===== config.mk =====
export PLATFORM = sky130hd
export DESIGN_NAME = qcsu_mod
export DESIGN_NICKNAME = d
export VERILOG_FILES = /design/src/rtl/core/qcsu_pkg.sv /design/src/rtl/core/qcsu_mod.sv
export SDC_FILE = /design/constraint.sdc
export NUM_CORES = 1
export LEC_CHECK = 0
export BUFFER_PORTS_ARGS = -buffer_cell sky130_fd_sc_hd__buf_2
export CORE_MARGIN = 10
export CORE_UTILIZATION = 30
export CTS_CLUSTER_DIAMETER = 40
export CTS_CLUSTER_SIZE = 25
export DETAILED_ROUTE_END_ITERATION = 7
export GPL_TIMING_DRIVEN = 0
export PLACE_DENSITY_LB_ADDON = 0.3
export SETUP_SLACK_MARGIN = 0.4
export SYNTH_ARGS = -nofsm -noshare
export SYNTH_HDL_FRONTEND = slang
export SYNTH_SLANG_ARGS = --single-unit
export TNS_END_PERCENT = 5

===== constraint.sdc =====
create_clock -name clk_i -period 3.85 [get_ports clk_i]
set_clock_uncertainty 0.1 [all_clocks]
set_input_delay 0.385 -clock clk_i [delete_from_list [all_inputs] [get_ports clk_i]]
set_output_delay 0.385 -clock clk_i [all_outputs]
set_load 0.02 [all_outputs]

===== src/rtl/core/qcsu_pkg.sv =====
// ----------------------------------------------------------------------------
// qcsu_pkg
// Shared types and constants of the quasi-cyclic syndrome update block.
// ----------------------------------------------------------------------------
`default_nettype none

package qcsu_pkg;

  localparam int unsigned OFF_W     = 12;
  localparam int unsigned SLOT_W    = 6;
  localparam int unsigned WGT_W     = 13;
  localparam int unsigned BLEN_W    = 13;
  localparam int unsigned CWT_W     = 7;
  localparam int unsigned CFG_IDX_W = 1;
  localparam int unsigned CFG_DAT_W = 13;

  localparam int unsigned MOD_CNT_W = 4;
  localparam logic [MOD_CNT_W-1:0] MOD_LAST = MOD_CNT_W'(OFF_W - 1);

  localparam logic [CFG_IDX_W-1:0] CFG_BLOCK_LENGTH  = 1'b0;
  localparam logic [CFG_IDX_W-1:0] CFG_COLUMN_WEIGHT = 1'b1;

  typedef enum logic [1:0] {
    ACT_LOAD  = 2'd0,
    ACT_ADD   = 2'd1,
    ACT_READ  = 2'd2,
    ACT_CLEAR = 2'd3
  } action_e;

  typedef struct packed {
    logic              done;
    logic [BLEN_W-1:0] rem;
  } mod_rsp_t;

endpackage

`default_nettype wire


===== src/rtl/core/qcsu_mod.sv =====
// ----------------------------------------------------------------------------
// qcsu_mod
// Bit-serial remainder unit: reduces a table position modulo the block length.
// ----------------------------------------------------------------------------
`default_nettype none

module qcsu_mod (
  input  wire                              clk_i,
  input  wire                              rst_ni,
  input  wire                              start_i,
  input  wire [qcsu_pkg::OFF_W-1:0]        num_i,
  input  wire [qcsu_pkg::BLEN_W-1:0]       den_i,
  output qcsu_pkg::mod_rsp_t               rsp_o
);

  logic                             busy_q, busy_d;
  logic                             done_q, done_d;
  logic [qcsu_pkg::MOD_CNT_W-1:0]   cnt_q, cnt_d;
  logic [qcsu_pkg::OFF_W-1:0]       sh_q, sh_d;
  logic [qcsu_pkg::BLEN_W-1:0]      r_q, r_d;
  logic [qcsu_pkg::BLEN_W:0]        trial;

  always_comb begin
    busy_d = busy_q;
    done_d = 1'b0;
    cnt_d  = cnt_q;
    sh_d   = sh_q;
    r_d    = r_q;
    trial  = {r_q, sh_q[qcsu_pkg::OFF_W-1]};
    if (start_i) begin
      busy_d = 1'b1;
      cnt_d  = '0;
      sh_d   = num_i;
      r_d    = '0;
    end else if (busy_q) begin
      if (trial >= {1'b0, den_i}) begin
        r_d = qcsu_pkg::BLEN_W'(trial - {1'b0, den_i});
      end else begin
        r_d = qcsu_pkg::BLEN_W'(trial);
      end
      sh_d  = {sh_q[qcsu_pkg::OFF_W-2:0], 1'b0};
      cnt_d = cnt_q + 1'b1;
      if (cnt_q == qcsu_pkg::MOD_LAST) begin
        busy_d = 1'b0;
        done_d = 1'b1;
      end
    end
  end

  always_ff @(posedge clk_i or negedge rst_ni) begin
    if (!rst_ni) begin
      busy_q <= 1'b0;
      done_q <= 1'b0;
      cnt_q  <= '0;
    end else begin
      busy_q <= busy_d;
      done_q <= done_d;
      cnt_q  <= cnt_d;
    end
  end

  always_ff @(posedge clk_i) begin
    sh_q <= sh_d;
    r_q  <= r_d;
  end

  assign rsp_o.done = done_q;
  assign rsp_o.rem  = r_q;

endmodule

`default_nettype wire


==> flow_metrics.env, run 1 <==
export IMPL_vias=1810
export IMPL_max_vdd_ir_drop_v=0.000243
export IMPL_rows=30
export IMPL_synthDistinctLibCells=54
export IMPL_root_buffer="clkbuf_8"
export IMPL_postPlaceCellArea_um2=2460
export IMPL_cts_sinks=31
export IMPL_worst_setup_path_type="reg2reg"
export IMPL_start_util_pct=31.2
export IMPL_synth_cells=227
export IMPL_syn_cell_area_um2=2140
export IMPL_ys_seq_area_share_pct=36.0
export IMPL_hp_class="in2reg"
export IMPL_timing_fmax_ghz=0.352
export IMPL_maxCapViolCount=0
export IMPL_intPower_mw=0.905
export IMPL_required_ps=3920
export IMPL_nNetsFinal=318
export IMPL_cts_buffers=5
export IMPL_slew_violations=0
export IMPL_combPwrFrac_pct=54.0
export IMPL_max_stage_delay_ps=420
export IMPL_path_delay_family="compound AO/OA/AOI/OAI gates"
export IMPL_final_cell_mix="41 x buf_2, 22 x nor2_1, 16 x inv_1"
export IMPL_dr_pass1_iters=4
export IMPL_core_area_um2=6870
export IMPL_drc=0
export IMPL_fp_dieH_um=105
export IMPL_status="completed"
export IMPL_pwr_density_cell_nw_per_um2=621
export IMPL_async_reset_ff_share_pct=19.4
export IMPL_hold_violations=0
export IMPL_ys_ff_latch=31
export IMPL_path_buf_inv=2
export IMPL_synth_edf_count=12
export IMPL_clk_transition_reported_paths_ps=60
export IMPL_antenna_left=0
export IMPL_fin_cells=372
export IMPL_timing_setup_tns_ps=0
export IMPL_viasPerCell=4.87
export IMPL_antennaDiodeCount=0
export IMPL_critPathSlowestCell="fa_1"
export IMPL_wirelength_um=5350
export IMPL_gp_congestion=0.765
export IMPL_clock_latency_ps=280
export IMPL_drive_above_1_share_pct=25.4
export IMPL_final_core_util_pct=37.2
export IMPL_die_area_um2=10900
export IMPL_grt_max_degree=13
export IMPL_p_sw_share_pct=42.9
export IMPL_arrival_ps=2910
export IMPL_wl_per_cell_um=14.4
export IMPL_final_common_cell="buf_2"
export IMPL_htreeDepth=2
export IMPL_setup_slack_ps=1010
export IMPL_min_period_over_period_pct=73.7
export IMPL_drtIter0Drc=71
export IMPL_syn_num_nets=270
export IMPL_path_cells="inv_1 > ha_1 > fa_1 > and2b_4 > o31ai_4 > a211oi_4 > o2111a_1 > buf_6 > o211ai_1 > a311oi_1"
export IMPL_critPathLaunchType="register"
export IMPL_grt_pass1_vias=1843
export IMPL_post_cts_resized=0
export IMPL_grt_pass1_wl_um=9050
export IMPL_cts_buffer_depth=2
export IMPL_grt_total_usage_pct=9.96
export IMPL_synth_ff_type="dfxtp_1"
export IMPL_yosysWarningCount=0
export IMPL_power_frac_clock_pct=15.2
export IMPL_seqPwrFrac_pct=30.8
export IMPL_place_ws_ps=906
export IMPL_port_buffers=40
export IMPL_grt_ovfl_total=0
export IMPL_syn_to_final_growth_pct=19.2
export IMPL_total_power_mw=1.58
export IMPL_postSynthAreaPerCell_um2=9.44
export IMPL_relSlewSlack_pct=63.0
export IMPL_dp_hpwl_um=4150
export IMPL_p_leak_nw=1.14
export IMPL_cp_max_fo=10
export IMPL_finalCriticalPeriod_ps=2840
export IMPL_io_pins=42
export IMPL_dp_cells=363
export IMPL_p_switching_mw=0.679
export IMPL_fin_area_um2=2550
export IMPL_rsz0062_at_grt="false"
export IMPL_worst_slew_pin_slew_ps=552
export IMPL_cts_tree="built"
export IMPL_antenna_found_initial=0
export IMPL_holdWs_ps=293
export IMPL_finalSetupViolCount=0
export IMPL_fp_dieW_um=105
export IMPL_critPathCaptureType="register"
power by group through the flow:
stage          clock network, mW  logic, mW  registers (mW)
2_1_floorplan                  0      0.591           0.543
3_3_place_gp                   0      0.855           0.494
3_5_place_dp                   0      0.857           0.496
4_1_cts                    0.248      0.863           0.490
5_1_grt                    0.263      0.961           0.502
6_report                   0.241      0.856           0.488
registers in the layout, indices dropped and copies added (netlist names):
signal  flops
busy_q      1
cnt_q       4
done_q      1
r_q        13
sh_q       12
layout make-up:
| type | count | area [µm²] |
|---|---|---|
| fill | 727 | 4320 |
| multi-input combinational | 166 | 1250 |
| sequential | 31 | 771 |
| timing repair buffer | 41 | 210 |
| tap | 96 | 120 |
| clock buffer | 8 | 80.1 |
| buffer | 14 | 65.1 |
| inverter | 16 | 60.1 |
routing by layer:
metal / vias up / share of wire (%) / GRT usage [%]
met3: 5 / 4.2 / 2.35
met5: - / 0 / 0
met1: 828 / 50 / 13.4
met2: 40 / 45 / 15.4
met4: 0 / 0.90 / 2.68
li1: 937 / - / -
Yosys cell counts (7+ instances only):
library cell  instances  share of area [%]
a311oi_1              8                3.3
clkbuf_1             11                1.9
dfxtp_1              13                 12
edfxtp_1             12                 17
ha_1                 14                8.2
inv_1                16                2.8
mux2_2               12                6.3
nand2_1              11                1.9
nand3_1              12                2.8
nor2_1               22                3.9
o21ai_1               7                1.6
worst register-to-register path: stages, from the launching register on:
cell	delay [ps]
edfxtp_1	360
inv_1	50
ha_1	220
fa_1	420
and2b_4	290
o31ai_4	70
a211oi_4	340
o2111a_1	300
buf_6	160
o211ai_1	100
a311oi_1	320
timing repair:
| action | CTS | global route |
|---|---|---|
| hold buffers | 1 | 0 |
| buffers inserted | 0 | 0 |
| endpoints found under the hold margin | 6 | 0 |
worst paths after layout:
path	slack (ps)	from	depth (start not counted)	end
setup / recovery	1010	sh_q[11]	10	r_q[10]
hold / removal	290	num_i[0]	2	sh_q[0]
setup reg to reg	1010	sh_q[11]	10	r_q[10]
hold reg to reg	430	r_q[6]	2	r_q[6]
max in group asynchronous	3140	rst_ni	2	cnt_q[0]
min in group asynchronous	370	rst_ni	2	busy_q
logic make-up (layout without fill, tap and decap cells):
family / Yosys count / after routing / share of synthesized area, %
AO/OA/AOI/OAI: 58 / 58 / 21.8
XOR/XNOR: 10 / 10 / 4.09
adder cells (fa/ha/maj): 15 / 15 / 9.11
buffers and inverters: 30 / 79 / 5.84
flip-flops: 31 / 31 / 36.0
multiplexers: 14 / 14 / 7.24
AND/OR/NAND/NOR: 69 / 69 / 15.9
Power figures use the tool's default switching activity.
==> run 2: changes to the inputs <==
clock period = 2.7 ns   (was 3.85 ns; I/O delays follow)
==> flow_metrics.env, run 2 (same netlist as run 1, synthesis figures left out) <==
export IMPL_viasPerCell=4.98
export IMPL_dr_pass1_iters=4
export IMPL_cts_buffers=5
export IMPL_grt_pass1_wl_um=9190
export IMPL_finalCriticalPeriod_ps=2540
export IMPL_timing_fmax_ghz=0.394
export IMPL_cts_tree="built"
export IMPL_min_period_over_period_pct=93.9
export IMPL_drc=0
export IMPL_fin_cells=376
export IMPL_pwr_density_cell_nw_per_um2=896
export IMPL_finalSetupViolCount=0
export IMPL_htreeDepth=2
export IMPL_clk_transition_reported_paths_ps=70
export IMPL_vias=1872
export IMPL_largest_reg_flops=13
export IMPL_start_util_pct=31.2
export IMPL_hp_class="in2reg"
export IMPL_p_leak_nw=1.18
export IMPL_fp_dieW_um=105
export IMPL_grt_ovfl_total=0
export IMPL_gp_congestion=0.764
export IMPL_root_buffer="clkbuf_8"
export IMPL_worst_setup_path_type="reg2reg"
export IMPL_dp_cells=363
export IMPL_regMostFlops="r_q"
export IMPL_clock_latency_ps=280
export IMPL_fp_dieH_um=105
export IMPL_final_cell_mix="40 x buf_2, 22 x nor2_1, 15 x inv_1"
export IMPL_rsz0062_at_grt="true"
export IMPL_io_pins=42
export IMPL_rows=30
export IMPL_critPathLaunchType="register"
export IMPL_wirelength_um=5520
export IMPL_worst_slew_pin_slew_ps=571
export IMPL_syn_to_final_growth_pct=23.2
export IMPL_hold_violations=0
export IMPL_required_ps=2790
export IMPL_drtIter0Drc=109
export IMPL_arrival_ps=2620
export IMPL_antenna_found_initial=0
export IMPL_status="completed"
export IMPL_holdWs_ps=174
export IMPL_cp_max_fo=5
export IMPL_slew_violations=0
export IMPL_cts_buffer_depth=2
export IMPL_nNetsFinal=322
export IMPL_final_common_cell="buf_2"
export IMPL_grt_pass1_vias=1916
export IMPL_maxCapViolCount=0
export IMPL_wl_per_cell_um=14.7
export IMPL_timing_setup_tns_ps=0
export IMPL_core_area_um2=6870
export IMPL_cts_sinks=31
export IMPL_drive_above_1_share_pct=29.6
export IMPL_max_vdd_ir_drop_v=0.000376
export IMPL_relSlewSlack_pct=61.9
export IMPL_antennaDiodeCount=0
export IMPL_grt_total_usage_pct=9.90
export IMPL_antenna_left=0
export IMPL_dp_hpwl_um=4220
export IMPL_die_area_um2=10900
export IMPL_grt_max_degree=13
export IMPL_port_buffers=40
export IMPL_critPathCaptureType="register"
export IMPL_top_regs="r_q (13), sh_q (12), cnt_q (4)"
[run 2: cell types whose count changed in the layout (fill, tap and decap cells not counted), sizes merged]
cell	delta
clkbuf	-2
clkinv	+2
buf	+4
[run 2: metrics by stage]
stage	utilization (%)	total power, mW	instance area, µm²	worst slack [ps]
2_1_floorplan	-	1.62	2150	323
3_3_place_gp	35.9	1.92	2470	27.6
3_5_place_dp	35.9	1.94	2470	-16.7
4_1_cts	38.2	2.37	2620	45.6
5_1_grt	38.4	2.54	2640	36.1
6_report	38.4	2.36	2640	165
[run 2: path summary, 6_finish.rpt]
| kind | startpoint | end | slack (ps) | cells after the start |
|---|---|---|---|---|
| min in group asynchronous | rst_ni | cnt_q[0] | 250 | 2 |
| max in group asynchronous | rst_ni | cnt_q[3] | 2110 | 2 |
| hold / removal | num_i[0] | sh_q[0] | 170 | 2 |
| setup / recovery | sh_q[11] | r_q[7] | 160 | 10 |
| setup reg to reg | sh_q[11] | r_q[7] | 160 | 10 |
| hold reg to reg | r_q[6] | r_q[6] | 430 | 2 |
[run 2: final cells by class]
class                           count  area, µm²
Inverter                           16       60.1
Timing Repair Buffer               45        240
Clock buffer                        6       93.8
Sequential cell                    31        772
Fill cell                         701       4230
Buffer                             14       67.6
Clock inverter                      2       8.76
Tap cell                           96        120
Multi-Input combinational cell    166       1280
[run 2: worst max-delay path, stage by stage (launching register included)]
cell and delay [ps]:
edfxtp_1 400, inv_2 60, ha_4 160, fa_2 340, and2b_4 270, o31ai_4 70
a211oi_4 280, o2111a_2 270, buf_4 160, o21ai_1 70, a311oi_1 260
[run 2: routing by layer]
| metal | track usage, % | up-vias | part of all wire (%) |
|---|---|---|---|
| met1 | 12.6 | 873 | 47 |
| met2 | 16.0 | 48 | 46 |
| met3 | 2.17 | 9 | 5.2 |
| li1 | - | 942 | - |
| met4 | 3.48 | 0 | 1.5 |
| met5 | 0 | - | 0 |
[run 2: report_power, final]
part | total, mW | switching [mW] | internal [mW] | leakage, nW
Clock | 0.397 | 0.164 | 0.232 | 0.0538
Sequential | 0.702 | 0.108 | 0.594 | 0.311
Combinational | 1.26 | 0.725 | 0.540 | 0.815
[run 2: what timing repair did]
action,in CTS,in global routing
setup buffers,3,0
resized for setup,5,4
setup endpoints to repair,13,13
hold buffers,1,0
pin swaps,4,6
endpoints found under the hold margin,6,0
cloned,1,0
==> run 3: changes to the inputs <==
==> constraint.sdc (replaced) <==
create_clock -name clk_i -period 2.7 [get_ports clk_i]
set_clock_uncertainty 0.1 [all_clocks]
set_input_delay 0.54 -clock clk_i [delete_from_list [all_inputs] [get_ports clk_i]]
set_output_delay 0.54 -clock clk_i [all_outputs]
set_load 0.02 [all_outputs]
==> flow_metrics.env, run 3 (same netlist as run 1, synthesis figures left out) <==
export IMPL_max_vdd_ir_drop_v=0.000369
export IMPL_start_util_pct=31.2
export IMPL_rsz0062_at_grt="true"
export IMPL_grt_max_degree=13
export IMPL_wl_met1_um=2730
export IMPL_die_area_um2=10900
export IMPL_drive_above_1_share_pct=28.6
export IMPL_hp_class="reg2reg"
export IMPL_regToRegEndpoint="r_q[9]"
export IMPL_finalSetupViolCount=0
export IMPL_dp_cells=363
export IMPL_viasPerCell=4.86
export IMPL_maxCapViolCount=0
export IMPL_clk_transition_reported_paths_ps=60
export IMPL_fp_dieH_um=105
export IMPL_grt_total_usage_pct=9.70
export IMPL_wl_per_cell_um=14.6
export IMPL_min_period_over_period_pct=95.6
export IMPL_hp_start="r_q[11]"
export IMPL_p_leak_nw=1.17
export IMPL_worstSetupStartpoint="sh_q[11]"
export IMPL_antennaDiodeCount=0
export IMPL_critPathCaptureType="register"
export IMPL_status="completed"
export IMPL_pwr_density_cell_nw_per_um2=877
export IMPL_cts_sinks=31
export IMPL_fin_area_um2=2620
export IMPL_timing_fmax_ghz=0.387
export IMPL_grt_ovfl_total=0
export IMPL_wirelength_um=5470
export IMPL_critPathLaunchType="register"
export IMPL_root_buffer="clkbuf_8"
export IMPL_final_cell_mix="40 x buf_2, 22 x nor2_1, 15 x inv_1"
export IMPL_drc=0
export IMPL_worst_setup_path_type="reg2reg"
export IMPL_fin_cells=376
export IMPL_hold_depth=2
export IMPL_power_frac_clock_pct=14.7
export IMPL_r2r_cells=10
export IMPL_htreeDepth=2
export IMPL_gp_congestion=0.764
export IMPL_slew_violations=0
export IMPL_wl_met3_um=249
export IMPL_wl_met2_um=2460
export IMPL_worst_slew_pin_slew_ps=561
export IMPL_grt_pass1_wl_um=8980
export IMPL_io_pins=42
export IMPL_antenna_left=0
export IMPL_crit_reg2reg_launch="sh_q[11]"
export IMPL_combPwrFrac_pct=54.8
export IMPL_arrival_ps=2660
export IMPL_largest_reg_flops=13
export IMPL_dr_pass1_iters=4
export IMPL_required_ps=2780
export IMPL_p_sw_share_pct=42.7
export IMPL_finalCriticalPeriod_ps=2580
export IMPL_hold_violations=0
export IMPL_syn_to_final_growth_pct=22.2
export IMPL_cts_buffers=5
export IMPL_cts_buffer_depth=2
export IMPL_top_regs="r_q (13), sh_q (12), cnt_q (4)"
export IMPL_port_buffers=40
export IMPL_clock_latency_ps=270
export IMPL_antenna_found_initial=0
export IMPL_seqPwrFrac_pct=30.4
export IMPL_dp_hpwl_um=4190
export IMPL_core_area_um2=6870
export IMPL_intPower_mw=1.31
export IMPL_grt_pass1_vias=1820
export IMPL_fp_dieW_um=105
export IMPL_drtIter0Drc=86
export IMPL_postPlaceCellArea_um2=2480
export IMPL_holdWs_ps=427
export IMPL_regMostFlops="r_q"
export IMPL_nNetsFinal=322
export IMPL_vias=1828
export IMPL_cts_tree="built"
export IMPL_final_common_cell="buf_2"
export IMPL_rows=30
export IMPL_relSlewSlack_pct=62.6
export IMPL_holdPathEnd="r_q[11]"
export IMPL_topRoutingLayerUsed="met4"
export IMPL_cp_max_fo=5
export IMPL_p_switching_mw=0.980
export IMPL_reg2reg_slack_ps=120
## run 3: what timing repair did
item / 4_1_cts / 5_1_grt
gates resized for setup: 3 / 7
pin swaps: 4 / 11
hold endpoints to repair: 6 / 0
gates cloned: 1 / 0
hold buffers: 1 / 0
setup buffers: 3 / 0
setup endpoints to repair: 13 / 13
## run 3: metrics by stage
stage / power [mW] / TNS, ps / setup slack, ps / utilization, %
2_1_floorplan: 1.62 / 0 / 157 / -
3_3_place_gp: 1.93 / -1860 / -187 / 36.1
6_report: 2.30 / 0 / 118 / 38.1
3_5_place_dp: 1.94 / -1980 / -197 / 36.1
5_1_grt: 2.48 / -71.3 / -44.6 / 38.1
4_1_cts: 2.30 / 0 / 64.8 / 37.8
## run 3: worst max-delay path by stage
stage | end | cells past startpoint
final | r_q[9] | 10
after global routing | r_q[10] | 10
after CTS | r_q[10] | 10
after detailed placement | r_q[10] | 10
after global placement | r_q[11] | 10
after floorplan | r_q[4] | 9
## run 3: power groups by stage
| stage | sequential (mW) | combinational, mW | clock, mW |
|---|---|---|---|
| after floorplan | 0.775 | 0.846 | 0 |
| after global placement | 0.705 | 1.22 | 0 |
| after detailed placement | 0.709 | 1.23 | 0 |
| after CTS | 0.701 | 1.25 | 0.348 |
| after global routing | 0.716 | 1.40 | 0.369 |
| final | 0.699 | 1.26 | 0.338 |
## run 3: cell type report
cell class	instances	area, µm²
inverters	16	60.1
well taps	96	120
plain buffers	14	72.6
multi-input cells	166	1270
fillers	719	4250
clock buffers	8	80.1
flip-flops and latches	31	771
repair buffers	45	244
## run 3: critical path, stage by stage (launching register included)
cell      delay (ps)
edfxtp_1         410
inv_2             60
ha_4             160
fa_2             340
and2b_4          270
o31ai_4           70
a211oi_4         280
o2111a_2         280
buf_6            130
o22ai_1           90
a311oi_2         290
## run 3: per-layer routing
metal | global-route usage, % | up-vias
li1 | - | 947
met1 | 12.9 | 845
met2 | 15.4 | 34
met3 | 2.29 | 2
met4 | 2.49 | 0
met5 | 0 | -
